<file path="config.mk">
export PLATFORM = sky130hd
export DESIGN_NAME = substitution_word_generator
export DESIGN_NICKNAME = d
export VERILOG_FILES = /design/src/hw/rtl/swg_pkg.sv /design/src/hw/rtl/substitution_word_generator.sv /design/src/hw/rtl/swg_ram.sv /design/src/hw/rtl/swg_seq.sv /design/src/hw/rtl/swg_dp.sv
export SDC_FILE = /design/constraint.sdc
export NUM_CORES = 1
export LEC_CHECK = 0
export ABC_AREA = 1
export CORE_AREA = 10 10 267 269
export CTS_BUF_LIST = sky130_fd_sc_hd__clkbuf_8
export CTS_CLUSTER_DIAMETER = 40
export DETAILED_ROUTE_END_ITERATION = 12
export DIE_AREA = 0 0 277 279
export DONT_BUFFER_PORTS = 1
export PLACE_DENSITY = 0.51
export SLEW_MARGIN = 20
export SYNTH_ARGS = -nofsm -noshare
export SYNTH_HDL_FRONTEND = slang
export SYNTH_HIERARCHICAL = 1
export SYNTH_SLANG_ARGS = --single-unit
</file>
<file path="constraint.sdc">
create_clock -name clk_i -period 6.15 [get_ports clk_i]
set_clock_uncertainty 0.15 [all_clocks]
set_input_delay 1.23 -clock clk_i [delete_from_list [all_inputs] [get_ports clk_i]]
set_output_delay 1.23 -clock clk_i [all_outputs]
set_load 0.03 [all_outputs]
</file>
<file path="src/hw/rtl/swg_pkg.sv">
`timescale 1ns / 1ps
// ----------------------------------------------------------------------------
// swg_pkg
// Shared types and constants of the substitution word generator: sizes,
// datapath operations, jump conditions, control word and status flags.
// ----------------------------------------------------------------------------
package swg_pkg;

  localparam int unsigned StackDepth     = 64;
  localparam int unsigned StackAw        = $clog2(StackDepth);
  localparam int unsigned SpW            = $clog2(StackDepth + 1);
  localparam int unsigned MaxLetters     = 64;
  localparam int unsigned BufAw          = $clog2(MaxLetters);
  localparam int unsigned CntW           = 7;
  localparam int unsigned RuleW          = 20;
  localparam int unsigned EntryW         = 5;
  localparam int unsigned MaxImageLength = 8;
  localparam int unsigned SlotCount      = 8;
  localparam int unsigned LenCap         = (MaxImageLength < SlotCount) ?
                                           MaxImageLength : SlotCount;
  localparam int unsigned PcW            = 4;

  // configuration register indexes
  localparam logic [2:0] CfgFirstLetter = 3'd0;
  localparam logic [2:0] CfgRuleZero    = 3'd1;
  localparam logic [2:0] CfgRuleOne     = 3'd2;
  localparam logic [2:0] CfgRuleTwo     = 3'd3;
  localparam logic [2:0] CfgRuleThree   = 3'd4;

  typedef enum logic [3:0] {
    OpNop,
    OpAccept,
    OpFirst,
    OpEmit,
    OpPop,
    OpLoad,
    OpRoot,
    OpPush,
    OpDrainInit,
    OpDrain
  } op_e;

  typedef enum logic [3:0] {
    CondNone,
    CondAlways,
    CondNoGo,
    CondGenDone,
    CondNoRun,
    CondRunMore,
    CondPopDone,
    CondRootSkip,
    CondLevelZero,
    CondLevelMore,
    CondDrainStay
  } cond_e;

  typedef struct packed {
    op_e              op;
    cond_e            cond;
    logic [PcW-1:0]   target;
  } ucode_t;

  typedef struct packed {
    logic no_go;
    logic gen_done;
    logic no_run;
    logic run_more;
    logic pop_done;
    logic root_skip;
    logic level_zero;
    logic level_more;
    logic drain_stay;
  } flags_t;

endpackage

</file>
<file path="src/hw/rtl/substitution_word_generator.sv">
`timescale 1ns / 1ps
// ----------------------------------------------------------------------------
// substitution_word_generator
// Emits the fixed-point word of a four-letter substitution, a requested
// number of letters at a time, by a depth-first walk of the substitution tree.
//
// Usage: program first_letter and the four letter images on the cfg port
// while idle. Each slave beat carries a letter count (0 is dropped, counts
// above 64 give 64). The block first generates the letters into a buffer
// while walking the tree with a 64-entry stack, then drains them as master
// beats; tlast marks the final letter and the overflow bit is the sticky
// stack overflow flag as it stands at the end of the request.
// Sequencing: the single microcode sequencer steps the datapath, one
// operation per step, through letter generation (emits, stack pops, pushes
// and image-run checks) and then the delivery of the letters. The next
// request is taken after the last beat is loaded into the output register,
// by way of the end step back to the idle step.
// A stalled receiver holds the output register and pauses the drain only.
// Reset clears the walk (started off, index one, empty stack, flag clear)
// and all configuration registers to zero.
// ----------------------------------------------------------------------------
module substitution_word_generator (
  input  logic                      clk_i,
  input  logic                      rst_ni,
  input  logic                      s_axis_tvalid,
  output logic                      s_axis_tready,
  input  logic [7:0]                s_axis_tdata,   // letter_count[6:0]
  output logic                      m_axis_tvalid,
  input  logic                      m_axis_tready,
  output logic [7:0]                m_axis_tdata,   // letter[1:0], overflow[2]
  output logic                      m_axis_tlast,
  input  logic                      cfg_we_i,
  input  logic [2:0]                cfg_index_i,
  input  logic [swg_pkg::RuleW-1:0] cfg_data_i
);

  swg_pkg::op_e    op;
  swg_pkg::flags_t flags;

  swg_seq u_seq (
    .clk_i   (clk_i),
    .rst_ni  (rst_ni),
    .flags_i (flags),
    .op_o    (op)
  );

  swg_dp u_dp (
    .clk_i         (clk_i),
    .rst_ni        (rst_ni),
    .op_i          (op),
    .flags_o       (flags),
    .s_axis_tvalid (s_axis_tvalid),
    .s_axis_tready (s_axis_tready),
    .s_axis_tdata  (s_axis_tdata),
    .m_axis_tvalid (m_axis_tvalid),
    .m_axis_tready (m_axis_tready),
    .m_axis_tdata  (m_axis_tdata),
    .m_axis_tlast  (m_axis_tlast),
    .cfg_we_i      (cfg_we_i),
    .cfg_index_i   (cfg_index_i),
    .cfg_data_i    (cfg_data_i)
  );

endmodule

</file>
<file path="src/hw/rtl/swg_ram.sv">
`timescale 1ns / 1ps
// ----------------------------------------------------------------------------
// swg_ram
// Generic single-write, single-read RAM with registered read data.
// ----------------------------------------------------------------------------
module swg_ram #(
  parameter int unsigned Width = 8,
  parameter int unsigned Depth = 64
) (
  input  logic                     clk_i,
  input  logic                     we_i,
  input  logic [$clog2(Depth)-1:0] waddr_i,
  input  logic [Width-1:0]         wdata_i,
  input  logic [$clog2(Depth)-1:0] raddr_i,
  output logic [Width-1:0]         rdata_o
);

  logic [Width-1:0] mem_q [Depth];
  logic [Width-1:0] rdata_q;

  always_ff @(posedge clk_i) begin
    if (we_i) begin
      mem_q[waddr_i] <= wdata_i;
    end
    rdata_q <= mem_q[raddr_i];
  end

  assign rdata_o = rdata_q;

endmodule

</file>
<file path="src/hw/rtl/swg_seq.sv">
`timescale 1ns / 1ps
// ----------------------------------------------------------------------------
// swg_seq
// Microcode sequencer: step counter, control store and conditional jumps.
// Each step issues one datapath operation and may jump, unconditionally or on a status flag.
// ----------------------------------------------------------------------------
module swg_seq (
  input  logic            clk_i,
  input  logic            rst_ni,
  input  swg_pkg::flags_t flags_i,
  output swg_pkg::op_e    op_o
);

  localparam logic [swg_pkg::PcW-1:0] StIdle      = 4'd0;
  localparam logic [swg_pkg::PcW-1:0] StFirst     = 4'd1;
  localparam logic [swg_pkg::PcW-1:0] StCheck     = 4'd2;
  localparam logic [swg_pkg::PcW-1:0] StRun       = 4'd3;
  localparam logic [swg_pkg::PcW-1:0] StEmit      = 4'd4;
  localparam logic [swg_pkg::PcW-1:0] StPopChk    = 4'd5;
  localparam logic [swg_pkg::PcW-1:0] StPop       = 4'd6;
  localparam logic [swg_pkg::PcW-1:0] StLoad      = 4'd7;
  localparam logic [swg_pkg::PcW-1:0] StRoot      = 4'd8;
  localparam logic [swg_pkg::PcW-1:0] StRootSet   = 4'd9;
  localparam logic [swg_pkg::PcW-1:0] StPushChk   = 4'd10;
  localparam logic [swg_pkg::PcW-1:0] StPush      = 4'd11;
  localparam logic [swg_pkg::PcW-1:0] StBack      = 4'd12;
  localparam logic [swg_pkg::PcW-1:0] StDrainInit = 4'd13;
  localparam logic [swg_pkg::PcW-1:0] StDrain     = 4'd14;
  localparam logic [swg_pkg::PcW-1:0] StEnd       = 4'd15;

  function automatic swg_pkg::ucode_t ucode(input logic [swg_pkg::PcW-1:0] pc);
    swg_pkg::ucode_t w;
    w = '{op: swg_pkg::OpNop, cond: swg_pkg::CondNone, target: StIdle};
    unique case (pc)
      StIdle:      w = '{swg_pkg::OpAccept,    swg_pkg::CondNoGo,      StIdle};
      StFirst:     w = '{swg_pkg::OpFirst,     swg_pkg::CondNone,      StIdle};
      StCheck:     w = '{swg_pkg::OpNop,       swg_pkg::CondGenDone,   StDrainInit};
      StRun:       w = '{swg_pkg::OpNop,       swg_pkg::CondNoRun,     StPopChk};
      StEmit:      w = '{swg_pkg::OpEmit,      swg_pkg::CondRunMore,   StEmit};
      StPopChk:    w = '{swg_pkg::OpNop,       swg_pkg::CondPopDone,   StRoot};
      StPop:       w = '{swg_pkg::OpPop,       swg_pkg::CondNone,      StIdle};
      StLoad:      w = '{swg_pkg::OpLoad,      swg_pkg::CondAlways,    StPopChk};
      StRoot:      w = '{swg_pkg::OpNop,       swg_pkg::CondRootSkip,  StPushChk};
      StRootSet:   w = '{swg_pkg::OpRoot,      swg_pkg::CondNone,      StIdle};
      StPushChk:   w = '{swg_pkg::OpNop,       swg_pkg::CondLevelZero, StCheck};
      StPush:      w = '{swg_pkg::OpPush,      swg_pkg::CondLevelMore, StPush};
      StBack:      w = '{swg_pkg::OpNop,       swg_pkg::CondAlways,    StCheck};
      StDrainInit: w = '{swg_pkg::OpDrainInit, swg_pkg::CondNone,      StIdle};
      StDrain:     w = '{swg_pkg::OpDrain,     swg_pkg::CondDrainStay, StDrain};
      StEnd:       w = '{swg_pkg::OpNop,       swg_pkg::CondAlways,    StIdle};
    endcase
    return w;
  endfunction

  logic [swg_pkg::PcW-1:0] pc_q, pc_d;
  swg_pkg::ucode_t         uc;
  logic                    take;

  assign uc = ucode(pc_q);

  always_comb begin
    unique case (uc.cond)
      swg_pkg::CondNone:      take = 1'b0;
      swg_pkg::CondAlways:    take = 1'b1;
      swg_pkg::CondNoGo:      take = flags_i.no_go;
      swg_pkg::CondGenDone:   take = flags_i.gen_done;
      swg_pkg::CondNoRun:     take = flags_i.no_run;
      swg_pkg::CondRunMore:   take = flags_i.run_more;
      swg_pkg::CondPopDone:   take = flags_i.pop_done;
      swg_pkg::CondRootSkip:  take = flags_i.root_skip;
      swg_pkg::CondLevelZero: take = flags_i.level_zero;
      swg_pkg::CondLevelMore: take = flags_i.level_more;
      swg_pkg::CondDrainStay: take = flags_i.drain_stay;
      default:                take = 1'b0;
    endcase
    pc_d = take ? uc.target : pc_q + 4'd1;
  end

  always_ff @(posedge clk_i or negedge rst_ni) begin
    if (!rst_ni) begin
      pc_q <= StIdle;
    end else begin
      pc_q <= pc_d;
    end
  end

  assign op_o = uc.op;

endmodule

</file>
<file path="src/hw/rtl/swg_dp.sv">
`timescale 1ns / 1ps
// ----------------------------------------------------------------------------
// swg_dp
// Datapath of the word generator: walk registers, walk stack and letter
// buffer memories, configuration registers and the output register.
// ----------------------------------------------------------------------------
module swg_dp (
  input  logic                       clk_i,
  input  logic                       rst_ni,
  input  swg_pkg::op_e               op_i,
  output swg_pkg::flags_t            flags_o,
  input  logic                       s_axis_tvalid,
  output logic                       s_axis_tready,
  input  logic [7:0]                 s_axis_tdata,
  output logic                       m_axis_tvalid,
  input  logic                       m_axis_tready,
  output logic [7:0]                 m_axis_tdata,
  output logic                       m_axis_tlast,
  input  logic                       cfg_we_i,
  input  logic [2:0]                 cfg_index_i,
  input  logic [swg_pkg::RuleW-1:0]  cfg_data_i
);

  localparam logic [swg_pkg::CntW-1:0] CntMax   = swg_pkg::CntW'(swg_pkg::MaxLetters);
  localparam logic [swg_pkg::SpW-1:0]  SpFull   = swg_pkg::SpW'(swg_pkg::StackDepth);
  localparam logic [4:0]               LenLimit = 5'(swg_pkg::LenCap);

  logic [1:0]                first_q, first_d;
  logic [swg_pkg::RuleW-1:0] rules_q [4];
  logic [swg_pkg::RuleW-1:0] rules_d [4];
  logic                      started_q, started_d;
  logic [1:0]                a_q, a_d;
  logic [3:0]                i_q, i_d;
  logic [swg_pkg::SpW-1:0]   sp_q, sp_d;
  logic [swg_pkg::SpW-1:0]   lvl_q, lvl_d;
  logic                      ovf_q, ovf_d;
  logic [swg_pkg::CntW-1:0]  cnt_q, cnt_d;
  logic [swg_pkg::CntW-1:0]  gen_q, gen_d;
  logic [swg_pkg::CntW-1:0]  k_q, k_d;
  logic                      out_valid_q, out_valid_d;
  logic [1:0]                out_letter_q, out_letter_d;
  logic                      out_last_q, out_last_d;
  logic                      out_ovf_q, out_ovf_d;

  logic [swg_pkg::RuleW-1:0] rule_cur;
  logic [4:0]                len_raw;
  logic [3:0]                len_cur;
  logic [1:0]                img_letter;
  logic                      i_ge_len;
  logic [swg_pkg::CntW-1:0]  count_in, count_sat;
  logic [swg_pkg::CntW-1:0]  gen_inc, k_inc;
  logic [3:0]                i_inc;
  logic [swg_pkg::SpW-1:0]   sp_dec;
  logic                      drain_load;

  logic                            stk_we;
  logic [swg_pkg::EntryW-1:0]      stk_wdata, stk_rdata;
  logic                            buf_we;
  logic [1:0]                      buf_wdata, buf_rdata;
  logic [swg_pkg::BufAw-1:0]       buf_raddr;

  // current node image
  assign rule_cur   = rules_q[a_q];
  assign len_raw    = {1'b0, rule_cur[19:16]} + 5'd1;
  assign len_cur    = (len_raw > LenLimit) ? LenLimit[3:0] : len_raw[3:0];
  assign img_letter = rule_cur[{i_q[2:0], 1'b0} +: 2];
  assign i_ge_len   = (i_q >= len_cur);

  assign count_in  = s_axis_tdata[swg_pkg::CntW-1:0];
  assign count_sat = (count_in > CntMax) ? CntMax : count_in;
  assign gen_inc   = gen_q + 7'd1;
  assign k_inc     = k_q + 7'd1;
  assign i_inc     = i_q + 4'd1;
  assign sp_dec    = sp_q - 7'd1;

  assign drain_load = (op_i == swg_pkg::OpDrain) && (!out_valid_q || m_axis_tready);

  always_comb begin
    flags_o.no_go      = !s_axis_tvalid || (count_in == '0);
    flags_o.gen_done   = (gen_q >= cnt_q);
    flags_o.no_run     = i_ge_len;
    flags_o.run_more   = (i_inc < len_cur) && (gen_inc < cnt_q);
    flags_o.pop_done   = !((sp_q != '0) && i_ge_len);
    flags_o.root_skip  = !((sp_q == '0) && i_ge_len);
    flags_o.level_zero = (lvl_q == '0);
    flags_o.level_more = (lvl_q > 7'd1);
    flags_o.drain_stay = !(drain_load && (k_inc == cnt_q));
  end

  assign s_axis_tready = (op_i == swg_pkg::OpAccept);

  // memory ports
  assign stk_we    = (op_i == swg_pkg::OpPush) && (sp_q < SpFull);
  assign stk_wdata = {i_q[2:0], a_q};
  assign buf_we    = ((op_i == swg_pkg::OpFirst) && !started_q) || (op_i == swg_pkg::OpEmit);
  assign buf_wdata = (op_i == swg_pkg::OpFirst) ? first_q : img_letter;

  always_comb begin
    if (op_i == swg_pkg::OpDrain) begin
      buf_raddr = drain_load ? k_inc[swg_pkg::BufAw-1:0] : k_q[swg_pkg::BufAw-1:0];
    end else begin
      buf_raddr = '0;
    end
  end

  swg_ram #(
    .Width (swg_pkg::EntryW),
    .Depth (swg_pkg::StackDepth)
  ) u_stack (
    .clk_i   (clk_i),
    .we_i    (stk_we),
    .waddr_i (sp_q[swg_pkg::StackAw-1:0]),
    .wdata_i (stk_wdata),
    .raddr_i (sp_dec[swg_pkg::StackAw-1:0]),
    .rdata_o (stk_rdata)
  );

  swg_ram #(
    .Width (2),
    .Depth (swg_pkg::MaxLetters)
  ) u_letters (
    .clk_i   (clk_i),
    .we_i    (buf_we),
    .waddr_i (gen_q[swg_pkg::BufAw-1:0]),
    .wdata_i (buf_wdata),
    .raddr_i (buf_raddr),
    .rdata_o (buf_rdata)
  );

  always_comb begin
    first_d      = first_q;
    rules_d      = rules_q;
    started_d    = started_q;
    a_d          = a_q;
    i_d          = i_q;
    sp_d         = sp_q;
    lvl_d        = lvl_q;
    ovf_d        = ovf_q;
    cnt_d        = cnt_q;
    gen_d        = gen_q;
    k_d          = k_q;
    out_valid_d  = out_valid_q && !m_axis_tready;
    out_letter_d = out_letter_q;
    out_last_d   = out_last_q;
    out_ovf_d    = out_ovf_q;

    unique case (op_i)
      swg_pkg::OpAccept: begin
        if (s_axis_tvalid) begin
          cnt_d = count_sat;
          gen_d = '0;
        end
      end
      swg_pkg::OpFirst: begin
        if (!started_q) begin
          gen_d     = 7'd1;
          started_d = 1'b1;
        end
      end
      swg_pkg::OpEmit: begin
        i_d   = i_inc;
        gen_d = gen_inc;
      end
      swg_pkg::OpPop: begin
        sp_d  = sp_dec;
        lvl_d = lvl_q + 7'd1;
      end
      swg_pkg::OpLoad: begin
        a_d = stk_rdata[1:0];
        i_d = {1'b0, stk_rdata[4:2]} + 4'd1;
      end
      swg_pkg::OpRoot: begin
        a_d   = first_q;
        i_d   = 4'd1;
        lvl_d = lvl_q + 7'd1;
      end
      swg_pkg::OpPush: begin
        if (sp_q < SpFull) begin
          sp_d = sp_q + 7'd1;
        end else begin
          ovf_d = 1'b1;
        end
        a_d   = img_letter;
        i_d   = '0;
        lvl_d = lvl_q - 7'd1;
      end
      swg_pkg::OpDrainInit: begin
        k_d = '0;
      end
      swg_pkg::OpDrain: begin
        if (drain_load) begin
          out_valid_d  = 1'b1;
          out_letter_d = buf_rdata;
          out_last_d   = (k_inc == cnt_q);
          out_ovf_d    = ovf_q;
          k_d          = k_inc;
        end
      end
      default: ;
    endcase

    if (cfg_we_i) begin
      unique case (cfg_index_i)
        swg_pkg::CfgFirstLetter: begin
          first_d = cfg_data_i[1:0];
          if (!started_q) begin
            a_d = cfg_data_i[1:0];
          end
        end
        swg_pkg::CfgRuleZero:  rules_d[0] = cfg_data_i;
        swg_pkg::CfgRuleOne:   rules_d[1] = cfg_data_i;
        swg_pkg::CfgRuleTwo:   rules_d[2] = cfg_data_i;
        swg_pkg::CfgRuleThree: rules_d[3] = cfg_data_i;
        default: ;
      endcase
    end
  end

  always_ff @(posedge clk_i or negedge rst_ni) begin
    if (!rst_ni) begin
      first_q     <= '0;
      rules_q     <= '{default: '0};
      started_q   <= 1'b0;
      a_q         <= '0;
      i_q         <= 4'd1;
      sp_q        <= '0;
      lvl_q       <= '0;
      ovf_q       <= 1'b0;
      cnt_q       <= '0;
      gen_q       <= '0;
      k_q         <= '0;
      out_valid_q <= 1'b0;
    end else begin
      first_q     <= first_d;
      rules_q     <= rules_d;
      started_q   <= started_d;
      a_q         <= a_d;
      i_q         <= i_d;
      sp_q        <= sp_d;
      lvl_q       <= lvl_d;
      ovf_q       <= ovf_d;
      cnt_q       <= cnt_d;
      gen_q       <= gen_d;
      k_q         <= k_d;
      out_valid_q <= out_valid_d;
    end
  end

  always_ff @(posedge clk_i) begin
    out_letter_q <= out_letter_d;
    out_last_q   <= out_last_d;
    out_ovf_q    <= out_ovf_d;
  end

  assign m_axis_tvalid = out_valid_q;
  assign m_axis_tdata  = {5'd0, out_ovf_q, out_letter_q};
  assign m_axis_tlast  = out_last_q;

endmodule
</file>
Word level (Yosys, flattened, before mapping)
Memories as Yosys holds them, arrays and structs flattened. A register that Yosys moved wholly into a read port is not among the register bits. Index checks and enable logic that the tools add are counted.

Shift-type cells: 1. Reduce and logical (&&, ||, !) cells: 40. Muxes and demuxes: 29. Bitwise logic cells: 2. Magnitude comparators: 9. Eq/ne operators: 28. $add $sub $neg: 10.

Operators by type and width (count): one-hot mux 7 bit (2 select lines) (3); binary-select mux 20 bit (select 2 bit) (1); 2-to-1 mux 20 bit (2); 2-to-1 mux 7 bit (5); == test 4 x 3 -> 1 bit, second input constant (8); adder 7 x 1 -> 7 bit, second input constant (4); logical NOT 7 bit (3); one-hot mux 7 bit (3 select lines) (1); == test 4 bit, second input constant (5); AND reduction 2 bit (10); indexed part select 20 x 5 -> 2 bit (1); == test 4 x 2 -> 1 bit, second input constant (4); one-hot mux 4 bit (4 select lines) (1); subtractor 7 x 1 -> 7 bit, second input constant (2); 2-to-1 mux 6 bit (2); one-hot mux 1 bit (10 select lines) (1); adder 4 x 1 -> 4 bit, second input constant (2); == test 4 x 1 -> 1 bit, second input constant (2); logical AND 1 bit (8); 2-to-1 mux 2 bit (4); 2-to-1 mux 4 bit (2); == test 7 bit (1); >= comparator 7 bit (1); > comparator 7 x 1 -> 1 bit, second input constant (1); 27 further kinds (45).

Register bits after elaboration: 134. Memory bits (writable): 448. Memories kept: 3. Bits in read-only memories: 192. Output and inout bits: 11. Input bits: 36.

Memories: u_dp.u_stack.mem_q (words 64, width 5, read ports 1, clocked after Yosys merged registers in 1, write ports 1, RTL line swg_ram.sv:18) `logic [Width-1:0] mem_q [Depth];`; (no name shown) (words 16, width 12, read ports 1, clocked after Yosys merged registers in 0, write ports 0, RTL line swg_seq.sv:34) `unique case (pc)`; u_dp.u_letters.mem_q (words 64, width 2, read ports 1, clocked after Yosys merged registers in 1, write ports 1, RTL line swg_ram.sv:18).

Logic depth before layout (Yosys ltp)
Depth after elaboration: 12. Mapped depth: 28. Mapped depth without buffers: 26.

By module
The synthesis kept the hierarchy.

Modules (own cells, without submodules): swg_ram at u_dp.u_stack (area each 13387.8 um2, cells an instance 1162, instances 1); swg_dp (area each 7141.8 um2, cells an instance 898, instances 1); swg_ram at u_dp.u_letters (area each 5614.1 um2, cells an instance 520, instances 1); swg_seq (area each 700.7 um2, cells an instance 112, instances 1).

Worst setup path before layout
Ideal clock, no wire load.

Path kind: flip-flop to flip-flop. From: register u_seq/pc_q[1] in the netlist's numbering. To: memory u_dp.u_letters.mem_q[0][0] (data pin). Setup slack: 1.036 ns. Buffers on the path: 0. Data required time: 5.298 ns. Arrival: 4.262 ns. Period minus slack after synthesis: 5.114 ns. Cell stages (with the launch flop): 11. Cells stage by stage: dfrtp_1 -> inv_1 -> ha_1 -> nand2_1 -> inv_1 -> a21oi_1 -> o21ai_0 -> inv_1 -> nor2_1 -> nand2_1 -> o21ai_0.

Word-level cells in the longest chain between the ends: 3.

RTL lines: from (decl) (RTL line swg_seq.sv:55) `logic [swg_pkg::PcW-1:0] pc_q, pc_d;`; from (signal assigned) (RTL line swg_seq.sv:81) `pc_q <= StIdle;`; from (signal assigned) (RTL line swg_seq.sv:83) `pc_q <= pc_d;`; memory read (16 x 12 bit); net op[1] (RTL line substitution_word_generator.sv:37) `swg_pkg::op_e op;`; == test 4 x 2 -> 1 bit (RTL line swg_dp.sv:96) `assign buf_wdata = (op_i == swg_pkg::OpFirst) ? first_q : img_letter;`; 2-to-1 mux 2 bit (RTL line swg_dp.sv:96); net u_dp.buf_wdata[0] (RTL line swg_dp.sv:59) `logic [1:0] buf_wdata, buf_rdata;`; to (decl) (RTL line swg_ram.sv:18).

The timed path passes the listed nets, and every way through them passes these cells.

Final worst setup path
From: register u_seq/pc_q[0] in the netlist's numbering. To: memory u_dp/u_stack/mem_q[25][2] in the netlist's numbering (enable).

Word-level cells in the longest chain between the ends: 5.

RTL lines: memory read (16 x 12 bit); net op[0] (RTL line substitution_word_generator.sv:37); == test 4 x 3 -> 1 bit (RTL line swg_dp.sv:93) `assign stk_we = (op_i == swg_pkg::OpPush) && (sp_q < SpFull);`; logical AND 1 bit (RTL line swg_dp.sv:93); net u_dp.stk_we (RTL line swg_dp.sv:56) `logic stk_we;`; 2-to-1 mux 1 bit (RTL line swg_ram.sv:22) `if (we_i) begin`; 2-to-1 mux 1 bit (implied by the code) (RTL line swg_ram.sv:23) `mem_q[waddr_i] <= wdata_i;`; to (decl) (RTL line swg_ram.sv:18).

The timed path passes the listed nets, and every way through them passes these cells.

==> impl_metrics.env <==
export IMPL_cts_made_buffers=110
export IMPL_setup_viol=0
export IMPL_postCtsSetupBuffers=0
export IMPL_worst_r2r_setup_slack_ns=1.36
export IMPL_wl_um=66400
export IMPL_finalHoldViolations=0
export IMPL_path_class="flip-flop to flip-flop"
export IMPL_fillCellCount=6298
export IMPL_yosys_area_top_type="edfxtp_1"
export IMPL_timing_final_ws_setup_ns=1.363
export IMPL_synth_edf_count=452
export IMPL_fp_coreArea_mm2=0.06563
export IMPL_rsz0062_at_grt="no"
export IMPL_critPathArrivalTime_ns=4.96
export IMPL_first_pass_iters=5
export IMPL_drtIter0Drc=1403
export IMPL_worstPathMaxFanout=15
export IMPL_endpoint="u_dp/u_stack/mem_q[25][2]$_DFFE_PP_"
export IMPL_clk_insertion_delay_late_ns=0.72
export IMPL_post_cts_resized=0
export IMPL_synth_ff_type="edfxtp_1"
export IMPL_crit_start="u_seq/pc_q[0]$_DFFE_PN0P_"
export IMPL_cellLeakagePower_uw=0.01168
export IMPL_powerDensity_mw_per_mm2=532.0
export IMPL_syn_instance_count=2692
export IMPL_tightest_slew_ns=1.043
export IMPL_synthArstFlopShare=0.2207
export IMPL_top_layer_used="met4"
export IMPL_gp_congestion=0.8430
export IMPL_hold_buffers=1
export IMPL_hold_slack_ns=0.07617
export IMPL_initial_core_util=0.4090
export IMPL_place_area_mm2=0.02738
export IMPL_yosys_area_top_type_share=0.5056
export IMPL_clk_path_buf_depth=3
export IMPL_syn_to_final_growth_pct=10.53
export IMPL_ir_drop_uv=438.8
export IMPL_drv_cap=0
export IMPL_grt_remaining_overflow=0
export IMPL_cts_tree="yes"
export IMPL_fp_dieW_um=277
export IMPL_period_share=0.7784
export IMPL_synthMostInstantiatedCell="nand2_1"
export IMPL_cts_reportedPaths_clkPinSlew_ns=0.05
export IMPL_slew_headroom=0.3045
export IMPL_grt_max_degree=96
export IMPL_io_buffers=0
export IMPL_period_needed_ns=4.787
export IMPL_avgSynthCellArea_um2=9.972
export IMPL_vias=18897
export IMPL_cp_end_kind="flip-flop"
export IMPL_r2r_cells=13
export IMPL_r2r_end="u_dp/u_stack/mem_q[25][2]$_DFFE_PP_"
export IMPL_regArea_mm2=0.01698
export IMPL_required_ns=6.32
export IMPL_outcome="complete, no violations"
export IMPL_r2r_start="u_seq/pc_q[0]$_DFFE_PN0P_"
export IMPL_met3WireLength_um=3570
export IMPL_cts_max_level=3
export IMPL_drive_gt1_frac=0.08552
export IMPL_met2WireLength_um=31950
export IMPL_drv_slew=0
export IMPL_drc=0
export IMPL_rows=94
export IMPL_gr_usage_all_layers=0.1689
export IMPL_grt_pass1_wl_um=104600
export IMPL_die_area_mm2=0.07728
export IMPL_ioPinCount=47
export IMPL_nets=2766
export IMPL_synth_area_mm2=0.02684
export IMPL_power_total_uw=15780
export IMPL_drtAntennaViolNets=0
export IMPL_yosysWarnings=6
export IMPL_die_h_um=279
export IMPL_vias_per_cell=5.179
export IMPL_fmax_ghz=0.2089
export IMPL_ys_seq_elements=589
export IMPL_synth_commonest_cells="nand2_1 (846), nand3_1 (487), edfxtp_1 (452), nor2_1 (153), dfrtp_1 (129)"
export IMPL_clkSinkCount=589
export IMPL_wl_met1_um=29560
export IMPL_yosysUniqueCellTypes=54
export IMPL_wire_per_inst_um=18.20
export IMPL_grt_pass1_vias=18872
export IMPL_final_cell_area_mm2=0.02967
export IMPL_multiInputGateArea_mm2=0.008640
export IMPL_place_hpwl_um=38770
export IMPL_root_buffer="clkbuf_8"
export IMPL_place_ws_ns=1.318
export IMPL_ys_seq_area_frac=0.6321
export IMPL_synth_area_leaders="edfxtp_1 (51%), dfrtp_1 (12%), nand2_1 (12%)"
export IMPL_antenna_found_initial=1
export IMPL_startpoint_type="flip-flop"
export IMPL_tns_ns=0
export IMPL_min_path_type="primary input to async pin"
[power breakdown]
| part | total, uW | leakage [uW] | internal [uW] | switching, uW |
|---|---|---|---|---|
| logic | 6300 | 0.00468 | 1740 | 4570 |
| registers | 5720 | 0.00575 | 5270 | 451 |
| clock network | 3760 | 0.00125 | 2080 | 1680 |
| total | 15800 | 0.0117 | 9080 | 6700 |
[stage by stage]
stage,std cells,util
global placement,3442,0.4170
global route,3649,0.4521
CTS,3647,0.4516
floorplan,2696,-
detailed placement,3442,0.4172
finish,3649,0.4521
[metal layers]
metal	track usage	vias up
met4	0.05491	0
met5	0	-
met2	0.2814	440
li1	-	9235
met1	0.2199	9126
met3	0.03095	96
[area by class of cell]
type / count / area share
Sequential cell: 589 / 0.5721
Clock inverter: 90 / 0.02226
Tap cell: 864 / 0.03643
Timing Repair Buffer: 25 / 0.007000
Multi-Input combinational cell: 1826 / 0.2912
Clock buffer: 114 / 0.05288
Antenna cell: 2 / 0.0001687
Inverter: 139 / 0.01801
[cell families after synthesis]
logic type                 share of synthesized area
and+or+nand+nor                               0.2514
DFF                                           0.6321
buffers and inverters                        0.05048
AOI/OAI and AO/OA                            0.03831
adders and majority gates                    0.01818
xor gates and xnor gates                    0.009462
other                                      0.0001397
[cell usage in the layout, fill, tap and decap left out, drive strengths merged, types with 17 or more instances in the layout]
cell type	synthesis	final
a21oi	21	21
buf	102	25
clkbuf	40	114
clkinv	1	37
dfrtp	129	129
edfxtp	452	452
ha	39	39
inv	138	175
nand2	856	856
nand3	488	488
nand4	27	27
nor2	162	162
nor4	17	17
o21ai	130	130
xor2	26	26
[flip-flops by register name, summed over array words and instances, names as in the netlist, 2 cells and up]
| register | cells |
|---|---|
| u_dp/gen_q | 7 |
| u_seq/pc_q | 4 |
| u_dp/a_q | 2 |
| u_dp/i_q | 4 |
| u_dp/lvl_q | 7 |
| u_dp/u_letters/rdata_o | 2 |
| u_dp/sp_q | 7 |
| u_dp/first_q | 2 |
| u_dp/rules_q | 80 |
| u_dp/u_stack/mem_q | 320 |
| u_dp/u_letters/mem_q | 128 |
| u_dp/cnt_q | 7 |
| u_dp/k_q | 7 |
| u_dp/u_stack/rdata_o | 5 |
| u_dp/out_letter_q | 2 |
[worst max-delay path, cell delays in order (launching register included)]
cell,delay [ns]
dfrtp_1,0.51
inv_1,0.15
ha_1,0.34
inv_1,0.13
nand2_1,0.08
o21ai_0,0.10
nand2_1,0.07
nand3_1,0.30
nand2_1,0.12
inv_1,0.10
nand2_2,0.21
nor2_1,0.48
nand4_1,0.90
nor2_1,0.73
[how the worst min path moves through the flow]
stage	endpoint	slack, ns	depth (start not counted)
after floorplan	u_dp/out_letter_q[0]$_DFFE_PP_	0.24	0
after global placement	u_dp/out_letter_q[0]$_DFFE_PP_	0.29	0
after detailed placement	u_dp/out_letter_q[1]$_DFFE_PP_	0.27	0
after CTS	u_dp/a_q[1]$_DFF_PN0_	0.001	0
after global routing	u_dp/k_q[6]$_DFFE_PN0P_	0.03	0
final	u_dp/rules_q[75]$_DFFE_PN0P_	0.08	0
Power figures use the tool's default switching activity.
